<file path="src/design/qte_pkg.sv">
// Shared widths, the queue entry type and the CORDIC arctangent constants.
package qte_pkg;

  localparam int CORDIC_STAGES_DEF  = 16;
  localparam int COMPONENT_BITS_DEF = 16;

  localparam int ATAN_LEN   = 24;
  localparam int COMP_W     = 16;  // aligned component, Q2.14
  localparam int PROD_W     = 32;  // component product, Q28
  localparam int SUM_W      = 34;  // atan2 operands before the CORDIC
  localparam int S_W        = 30;  // clamped pitch sine, +-2^28
  localparam int SQ_W       = 57;  // square of the pitch sine
  localparam int RES_W      = 58;  // square root working width
  localparam int ROOT_STEPS = 29;  // one result bit per step
  localparam int XY_W       = 38;  // CORDIC vector width with gain headroom
  localparam int ANG_W      = 34;  // angle, 2^31 = pi
  localparam int BA_W       = 18;  // rounded binary angle before wrap
  localparam int OUT_W      = 16;

  localparam logic signed [SUM_W-1:0] ONE_Q28  = 34'sd268435456;
  localparam logic [RES_W-1:0]        ONE_SQ   = RES_W'(1) << 56;
  localparam logic signed [ANG_W-1:0] HALF_PI  = 34'sd1073741824;
  localparam logic signed [ANG_W-1:0] ROUND_HALF = 34'sd32768;
  localparam logic signed [BA_W-1:0]  PITCH_MAX = 18'sd16384;

  typedef struct packed {
    logic signed [SUM_W-1:0] roll_y;
    logic signed [SUM_W-1:0] roll_x;
    logic signed [SUM_W-1:0] yaw_y;
    logic signed [SUM_W-1:0] yaw_x;
    logic signed [S_W-1:0]   s;
    logic [SQ_W-1:0]         s_sq;
    logic                    sat;
  } qte_op_t;

  function automatic logic signed [ANG_W-1:0] atan_const(input int idx);
    logic signed [ANG_W-1:0] v;
    unique case (idx)
      0:  v = 34'sd536870912;
      1:  v = 34'sd316933406;
      2:  v = 34'sd167458907;
      3:  v = 34'sd85004756;
      4:  v = 34'sd42667331;
      5:  v = 34'sd21354465;
      6:  v = 34'sd10679838;
      7:  v = 34'sd5340245;
      8:  v = 34'sd2670163;
      9:  v = 34'sd1335087;
      10: v = 34'sd667544;
      11: v = 34'sd333772;
      12: v = 34'sd166886;
      13: v = 34'sd83443;
      14: v = 34'sd41722;
      15: v = 34'sd20861;
      16: v = 34'sd10430;
      17: v = 34'sd5215;
      18: v = 34'sd2608;
      19: v = 34'sd1304;
      20: v = 34'sd652;
      21: v = 34'sd326;
      22: v = 34'sd163;
      23: v = 34'sd81;
      default: v = '0;
    endcase
    return v;
  endfunction

endpackage

</file>
<file path="src/design/qte_queue.sv">
// Two-entry queue between the front end and the back end.
module qte_queue (
  input  logic             clk,
  input  logic             rst_n,
  input  logic             push,
  input  qte_pkg::qte_op_t wr_data,
  output logic             full,
  output logic             rd_valid,
  output qte_pkg::qte_op_t rd_data
);
  import qte_pkg::*;

  qte_op_t    mem_r [2];
  logic [1:0] cnt_r;
  logic       wp_r, rp_r;
  logic       wr, pop;

  assign full     = (cnt_r == 2'd2);
  assign wr       = push && !full;
  assign pop      = (cnt_r != 2'd0);  // back end drains every cycle
  assign rd_valid = pop;
  assign rd_data  = mem_r[rp_r];

  always_ff @(posedge clk) begin
    if (!rst_n) begin
      cnt_r <= 2'd0;
      wp_r  <= 1'b0;
      rp_r  <= 1'b0;
    end else begin
      if (wr) begin
        wp_r <= ~wp_r;
      end
      if (pop) begin
        rp_r <= ~rp_r;
      end
      cnt_r <= cnt_r + 2'(wr) - 2'(pop);
    end
  end

  always_ff @(posedge clk) begin
    if (wr) begin
      mem_r[wp_r] <= wr_data;
    end
  end

  a_cnt_bound: assert property (@(posedge clk) disable iff (!rst_n) cnt_r <= 2'd1)
    else $error("queue holds more than one item");
  a_empty_ptr: assert property (@(posedge clk) disable iff (!rst_n)
    cnt_r == 2'd0 |-> wp_r == rp_r)
    else $error("queue pointers differ while empty");
  a_push_fill: assert property (@(posedge clk) disable iff (!rst_n)
    push |=> cnt_r != 2'd0)
    else $error("pushed item not held");

endmodule

</file>
<file path="config.mk">
export PLATFORM = sky130hd
export DESIGN_NAME = qte_queue
export DESIGN_NICKNAME = d
export VERILOG_FILES = /design/src/design/qte_pkg.sv /design/src/design/qte_queue.sv
export SDC_FILE = /design/constraint.sdc
export NUM_CORES = 1
export LEC_CHECK = 0
export BUFFER_PORTS_ARGS = -buffer_cell sky130_fd_sc_hd__buf_2
export CORE_MARGIN = 2
export CORE_UTILIZATION = 52
export CTS_CLUSTER_SIZE = 25
export DETAILED_ROUTE_END_ITERATION = 8
export GPL_TIMING_DRIVEN = 0
export HOLD_SLACK_MARGIN = 0.1
export MAX_ROUTING_LAYER = met4
export PLACE_DENSITY = 0.82
export SETUP_SLACK_MARGIN = 0.3
export SLEW_MARGIN = 20
export SYNTH_ARGS = -nofsm -noshare
export SYNTH_HDL_FRONTEND = slang
export SYNTH_SLANG_ARGS = --single-unit
</file>
<file path="constraint.sdc">
create_clock -name clk -period 13.5 [get_ports clk]
set_input_delay 1.35 -clock clk [delete_from_list [all_inputs] [get_ports clk]]
set_output_delay 1.35 -clock clk [all_outputs]
set_load 0.005 [all_outputs]
</file>
* Word-level counts from Yosys, hierarchy flattened
Memories as Yosys holds them, arrays and structs flattened. A register that Yosys moved wholly into a read port is not among the register bits. Index checks and enable logic that the tools add are counted.
Storage, ports and cells: logic and storage cells 16, memories kept 1, register bits after elaboration 4, RAM bits 448, input port bits 227
Memories:
- mem_r | depth 2, bits a word 224, read ports 1, clocked after memory_dff 1, wr ports 1, RTL line qte_queue.sv:13 | qte_op_t mem_r [2];
Operators by class: muxes and demuxes 4, $add $sub $neg 2, eq/ne operators 1, bitwise operators 2, reductions and logical operators 3
Operators by type and width (number):
- $mux 1 | 4
- $add 2x1->2 | 1
- $eq 2x2->1 const B | 1
- $not 1->1 | 2
- $reduce_bool 2->1 | 1
- $sub 2x1->2 | 1
- $logic_and 1x1->1 | 1
- $logic_not 1->1 | 1

* Depth between registers and ports, before layout
Gate-level depths: netlist of the first run.
word-level depth 5, gate-level depth with buffers 4, mapped depth without buffers 3

* Least setup slack after synthesis of the first run
No wires, ideal clock.
path kind in2reg, start in push, end mem mem_r[0][0] (netlist bit), enable pin, setup time 0.812 ns, cell stages on the path 2, data arrival time 10.706 ns, path slack 1.982 ns, required time 12.688 ns, path buffers 0, path through nand2_1 > nor2_1
On the way: word-level cells in the longest chain between the ends 3
RTL lines:
- from (decl) | RTL line qte_queue.sv:5 | input logic push,
- $logic_and 1x1->1 | RTL line qte_queue.sv:19 | assign wr = push && !full;
- $mux 1 | RTL line qte_queue.sv:41 | if (wr) begin
- $mux 1 (not written as such) | RTL line qte_queue.sv:42 | mem_r[wp_r] <= wr_data;
- to (decl) | RTL line qte_queue.sv:13
Every way passes these cells.

==> flow_metrics.env, run 1 <==
export IMPL_synth_avg_cell_area_um2=23.7
export IMPL_tightest_slew_ns=0.608
export IMPL_crit_buf_inv=4
export IMPL_postCtsHoldBufs=0
export IMPL_path_class="reg -> out"
export IMPL_stdcell_count=1709
export IMPL_drv_cap=0
export IMPL_cts_resized_gates=0
export IMPL_worst_path_stages=5
export IMPL_crit_top_cell="buf_6"
export IMPL_synth_area_top_cells="edfxtp_1 (79%), mux2_4 (14%), mux2_2 (4.2%), buf_6 (1.3%), dfxtp_1 (0.59%)"
export IMPL_seq_area_frac_synth_pct=79.7
export IMPL_hold_class="reg -> reg"
export IMPL_synth_top_family_by_area="multiplexers"
export IMPL_synth_nets=944
export IMPL_clk_latency_ns=0.54
export IMPL_synthCells=717
export IMPL_dr_wl_met3_mm=3.06
export IMPL_viasPerCell=5.02
export IMPL_dp_cells=1626
export IMPL_fin_nets=1458
export IMPL_hpwl_mm=25.0
export IMPL_post_cts_buffers=0
export IMPL_ys_warn_count=0
export IMPL_worstSetupEndpointType="primary output"
export IMPL_die_area_um2=34200
export IMPL_drive_above_1_share_pct=62.2
export IMPL_grt_pass1_vias=8973
export IMPL_r2r_slack_ns=11.09
export IMPL_min_path_cells=1
export IMPL_whs_ns=0.511
export IMPL_grtUsageTotal_pct=20.2
export IMPL_synth_compound_area_share_pct=0.0441
export IMPL_wl_met1_mm=12.4
export IMPL_die_h_um=185
export IMPL_initial_core_util_pct=52.5
export IMPL_grt_max_degree=53
export IMPL_setup_viol=0
export IMPL_antenna_found_initial=5
export IMPL_gp_congestion=0.725
export IMPL_syn2layout_area_growth_pct=27.7
export IMPL_wl_mm=35.1
export IMPL_synth_fa_ha_area_share_pct=0
export IMPL_finalPower_uw=3230
export IMPL_drtIter0Drc=576
export IMPL_synth_xor_area_share_pct=0
export IMPL_synth_area_um2=17000
export IMPL_p_leak_uw=0.00854
export IMPL_clkSinkCount=453
export IMPL_muxShareOfSynthArea_pct=18.4
export IMPL_final_hold_viol_count=0
export IMPL_wire_per_inst_um=20.6
export IMPL_arrival_ns=1.91
export IMPL_gr_total_overflow=0
export IMPL_critical_path_slowest_cell="mux2_4"
export IMPL_critical_path_max_stage_delay_ns=0.33
export IMPL_irDropWorstVdd_mv=0.158
export IMPL_post_route_drc_count=0
export IMPL_max_freq_mhz=306
export IMPL_rsz0062_at_grt="false"
export IMPL_core_area_um2=32400
export IMPL_cp_top_family="buffers and inverters"
export IMPL_htree_levels=2
export IMPL_netlist_area_leader_share_pct=79.1
export IMPL_cts_buffers=45
export IMPL_status="completed"
export IMPL_clk_path_buf_depth=3
export IMPL_preCtsSetupSlack_ns=10.11
export IMPL_crit_fanout=10
export IMPL_die_x_um=185
export IMPL_ys_ff_latch=453
export IMPL_portBuffers=452
export IMPL_fillers=2098
export IMPL_io_pins=453
export IMPL_powerDensity_nw_per_um2=149
export IMPL_yosysTopAreaCell="edfxtp_1"
export IMPL_maxSlewHeadroom_pct=59.4
export IMPL_wl_met2_mm=18.5
export IMPL_start_kind="flip-flop"
export IMPL_antenna_left=0
export IMPL_path_clk_slew_ns=0.06
export IMPL_synth_cell_types=15
export IMPL_path_cells="buf_6 -> buf_6 -> buf_6 -> mux2_4 -> buf_2"
export IMPL_final_max_slew_viol_count=0
export IMPL_first_pass_iters=4
export IMPL_period_share_pct=24.2
export IMPL_vias=8580
export IMPL_r2r_cells=8
export IMPL_synth_simple_area_share_pct=0.383
export IMPL_routed_top_layer="met4"
export IMPL_cts_tree="yes"
export IMPL_period_minus_slack_ns=3.26
export IMPL_grt_pass1_wl_mm=50.0
export IMPL_cts_root_buf="clkbuf_16"
export IMPL_skew_ns=0.0154
export IMPL_final_setup_worst_slack_ns=10.24
export IMPL_rows=66
export IMPL_cp_required_ns=12.15
## final cells by class
cell class	count	area [µm²]	area share, %
antenna	6	15.0	0.0691
inverter	1	3.75	0.0173
multi-input combinational	238	3220	14.8
tap	442	553	2.55
sequential	453	13600	62.4
buffer	25	244	1.12
timing repair buffer	467	2640	12.1
clock inverter	25	302	1.39
clock buffer	52	1190	5.50
## layer usage
layer	up-vias	global-route usage, %
li1	3910	-
met1	4217	21.3
met2	374	35.4
met3	79	6.19
met4	0	7.87
met5	-	-
## cells in the final DEF (no fill, tap or decap), drive strengths merged
cell type  instances
diode              6
dfxtp              5
or2                1
or3                1
clkinvlp           1
mux2             224
edfxtp           448
clkbuf            52
mux2i              1
nand2b             2
clkinv            15
nor2               1
buf              492
and3               4
inv                3
o21a               1
bufinv             7
nand2              3
## state kept, by name, summed over array words and instances (netlist names), named ones only
name	flops
cnt_r	2
mem_r	448
rp_r	1
wp_r	1
## report_power, final
| part | internal [µW] | leakage (µW) | switching, µW | total [µW] |
|---|---|---|---|---|
| logic | 171 | 0.00356 | 144 | 315 |
| clock network | 764 | 0.000736 | 497 | 1260 |
| registers | 1640 | 0.00425 | 19.1 | 1660 |
| total | 2570 | 0.00854 | 660 | 3230 |
## worst paths after layout
kind | start | endpoint
worst max-delay path | flip-flop | rd_data[153]
worst min register to register | cnt_r[1] | cnt_r[1]
worst min-delay path | cnt_r[1] | cnt_r[1]
worst max register to register | cnt_r[0] | mem_r[0][160]
## metrics by stage
stage	cell area [µm²]	utilization (%)	setup TNS, ns
after floorplan	17000	-	0
after global placement	19800	61.2	-684.28
after detailed placement	20200	62.4	0
after CTS	21700	67.1	0
after global routing	21700	67.1	0
final	21700	67.1	0
## cells in the mapped netlist
master,n
and3_1,4
buf_2,6
buf_6,19
dfxtp_1,5
edfxtp_1,448
inv_1,1
mux2_2,64
mux2_4,160
mux2i_1,1
nand2_1,3
nand2b_1,2
nor2_1,1
o21a_1,1
or2_2,1
or3_1,1
## kinds of logic (layout without fill, tap and decap cells)
family | after synthesis | after routing
mux | 225 | 225
flops | 453 | 453
compound gates | 1 | 1
buf+inv | 26 | 570
simple gates | 12 | 12
other cells | 0 | 6
Power figures use the tool's default switching activity.
==> run 2, diff against run 1 <==
- ABC_AREA: not set -> 1
- clock period: 13.5 -> 3.3 ns (I/O delays scaled with it)
==> run 2 against run 1 <==
Net effect: sequential power rose to 4.1 times the previous value; highest routed layer unchanged; sequential share of layout area down 5.7 points; wire length grew 24%; largest power group unchanged; cell area increased by 10%; clock skew grew 0.0068 ns; clock power increased to 4.0 times the previous value; synthesized cell count increased by 0.70%; combinational power rose to 4.8 times the previous value.
==> flow_metrics.env, run 2 <==
export IMPL_status="completed"
export IMPL_top_regs="mem_r (448), cnt_r (2)"
export IMPL_r2r_slack_ns=1.17
export IMPL_max_freq_mhz=440
export IMPL_irDropWorstVdd_mv=0.577
export IMPL_yosysTopAreaCell="edfxtp_1"
export IMPL_final_common_cell="buf_2"
export IMPL_comb_power_share_pct=11.4
export IMPL_finish_utilization_pct=73.9
export IMPL_gr_total_overflow=0
export IMPL_clk_latency_ns=0.54
export IMPL_maxSlewHeadroom_pct=66.5
export IMPL_synth_area_um2=17000
export IMPL_swShare_pct=21.1
export IMPL_endpoint="rd_data[80]"
export IMPL_skew_ns=0.0222
export IMPL_met3_usage_pct=5.37
export IMPL_grt_pass1_wl_mm=61.9
export IMPL_r2r_cells=8
export IMPL_initial_core_util_pct=52.5
export IMPL_post_cts_buffers=0
export IMPL_largest_register="mem_r"
export IMPL_seq_power_share_pct=50.7
export IMPL_die_area_um2=34200
export IMPL_portBuffers=452
export IMPL_netlist_area_leader_share_pct=79.1
export IMPL_synth_cell_types=14
export IMPL_synthFlopType="edfxtp_1"
export IMPL_cts_root_buf="clkbuf_16"
export IMPL_final_setup_worst_slack_ns=1.02
export IMPL_p_leak_uw=0.00943
export IMPL_wire_per_inst_um=22.3
export IMPL_clkSinkCount=453
export IMPL_seq_area_frac_synth_pct=79.7
export IMPL_wl_mm=43.4
export IMPL_largest_register_ffs=448
export IMPL_synth_nets=949
export IMPL_htree_levels=2
export IMPL_viasPerCell=5.10
export IMPL_synthCells=722
export IMPL_grtUsageTotal_pct=25.2
export IMPL_die_x_um=185
export IMPL_powerDensity_nw_per_um2=557
export IMPL_ys_ff_latch=453
export IMPL_synth_most_common_cell="edfxtp_1"
export IMPL_drive_above_1_share_pct=52.6
export IMPL_path_cells="buf_6 -> buf_6 -> buf_6 -> mux2_4 -> buf_2"
export IMPL_die_h_um=185
export IMPL_r2r_start="cnt_r[0]"
export IMPL_period_minus_slack_ns=2.28
export IMPL_async_reset_ff_share_pct=0
export IMPL_pwr_share_clk_pct=37.9
export IMPL_start_kind="flip-flop"
export IMPL_cts_tree="yes"
export IMPL_synth_edff_count=448
export IMPL_setup_viol=0
export IMPL_grt_max_degree=31
export IMPL_p_int_uw=10500
export IMPL_tightest_slew_ns=0.502
export IMPL_arrival_ns=1.95
export IMPL_final_max_slew_viol_count=0
export IMPL_post_route_drc_count=0
export IMPL_drv_cap=0
export IMPL_r2r_end="mem_r[0][140]"
export IMPL_synth_common_cells="edfxtp_1 (448), mux2_4 (160), mux2_2 (64)"
export IMPL_cts_buffers=45
export IMPL_crit_fanout=10
export IMPL_antenna_found_initial=12
export IMPL_drtIter0Drc=564
export IMPL_whs_ns=0.503
export IMPL_synth_avg_cell_area_um2=23.6
export IMPL_p_sw_uw=2810
export IMPL_rsz0062_at_grt="false"
export IMPL_antenna_left=0
export IMPL_hold_class="reg -> reg"
export IMPL_rows=66
export IMPL_io_pins=453
export IMPL_preCtsSetupSlack_ns=1.20
export IMPL_grt_pass1_vias=10768
export IMPL_syn2layout_area_growth_pct=40.7
export IMPL_fillers=1845
export IMPL_critical_path_max_stage_delay_ns=0.35
export IMPL_path_clk_slew_ns=0.06
export IMPL_fin_nets=1692
export IMPL_crit_top_cell="buf_6"
export IMPL_busiest_layer="met2"
export IMPL_path_class="reg -> out"
export IMPL_mostFrequentLayoutCells="buf_2 (458), edfxtp_1 (448), dlygate4sd3_1 (227)"
export IMPL_critical_path_slowest_cell="mux2_4"
export IMPL_ys_warn_count=0
export IMPL_period_share_pct=68.9
export IMPL_grtUsageMet2_pct=46.7
export IMPL_hpwl_mm=25.3
export IMPL_clk_path_buf_depth=3
export IMPL_first_pass_iters=5
export IMPL_final_hold_viol_count=0
export IMPL_worstSetupEndpointType="primary output"
export IMPL_met1_usage_pct=25.5
export IMPL_synth_area_top_cells="edfxtp_1 (79%), mux2_4 (14%), mux2_2 (4.2%), buf_6 (1.3%), dfxtp_1 (0.59%)"
export IMPL_core_area_um2=32400
export IMPL_gp_congestion=0.743
export IMPL_vias=9935
export IMPL_cp_required_ns=2.97
## run 2: cell types whose count changed after synthesis
cell,before,now
nor2_1,1,6
nand2b_1,2,0
mux2i_1,1,0
nand3_1,0,1
o21ai_0,0,1
and3_1,4,0
or2_2,1,0
nor3_1,0,1
a21oi_1,0,1
inv_1,1,5
nand2_1,3,4
or3_1,1,0
## run 2: final cells by class
cell class / count / area [µm²] / area share (%)
flip-flops and latches: 453 / 13600 / 56.7
clock inverters: 20 / 249 / 1.04
well taps: 442 / 553 / 2.31
plain buffers: 25 / 244 / 1.02
multi-input cells: 239 / 3210 / 13.4
repair buffers: 696 / 4870 / 20.4
inverters: 5 / 22.5 / 0.0942
clock buffers: 55 / 1180 / 4.95
diodes: 13 / 32.5 / 0.136
## run 2: cell families (layout without fill, tap and decap cells)
family,Yosys count,count (layout),synth area share (%)
AO/OA/AOI/OAI,3,3,0.103
buffers and inverters,30,801,1.55
flip-flops,453,453,79.7
multiplexers,224,224,18.4
other,0,13,0
AND/OR/NAND/NOR,12,12,0.280
## run 2: how the worst min path moves through the flow
stage          slack, ns  depth (start not counted)           end        start
2_1_floorplan       0.43                          0   mem_r[0][0]   wr_data[0]
3_3_place_gp        0.46                          2      cnt_r[1]     cnt_r[0]
3_5_place_dp        0.49                          2      cnt_r[1]     cnt_r[0]
4_1_cts             0.49                          2   mem_r[1][7]   wr_data[7]
5_1_grt             0.49                          2  mem_r[0][19]  wr_data[19]
6_report            0.50                          2      cnt_r[1]     cnt_r[0]
## run 2: power groups by stage
| stage | Sequential [µW] | Combinational, µW | Clock, µW |
|---|---|---|---|
| 2_1_floorplan | 6870 | 637 | 0 |
| 3_3_place_gp | 6900 | 1150 | 0 |
| 3_5_place_dp | 6860 | 1250 | 0 |
| 4_1_cts | 6740 | 1480 | 5080 |
| 5_1_grt | 6770 | 1600 | 5370 |
| 6_report | 6750 | 1510 | 5060 |
## run 2: critical path: cells and delay by family (launching register included)
family   cells  cell delay [ns]
buf+inv      4             0.71
mux          1             0.35
flops        1             0.32
## run 2: stage by stage
stage	cells	total power [µW]	setup TNS, ns	cell area [µm²]
after floorplan	722	7510	-426.95	17000
after CTS	1935	13300	0	23900
after global placement	1616	8050	-1218.52	19800
final	1948	13300	0	23900
after detailed placement	1633	8110	0	20200
after global routing	1947	13700	0	23900
## run 2: layer usage
metal / up-vias / part of all wire [%]
met5: - / 0
met2: 465 / 56
met4: 0 / 4.1
met1: 4979 / 33
li1: 4377 / -
met3: 114 / 6.9
## run 2: repair_timing
item                                    in CTS  in global routing
hold buffers                               227                  0
endpoints found under the setup margin       0                  0
gates resized for setup                      0                  0
hold endpoints to repair                   452                  0
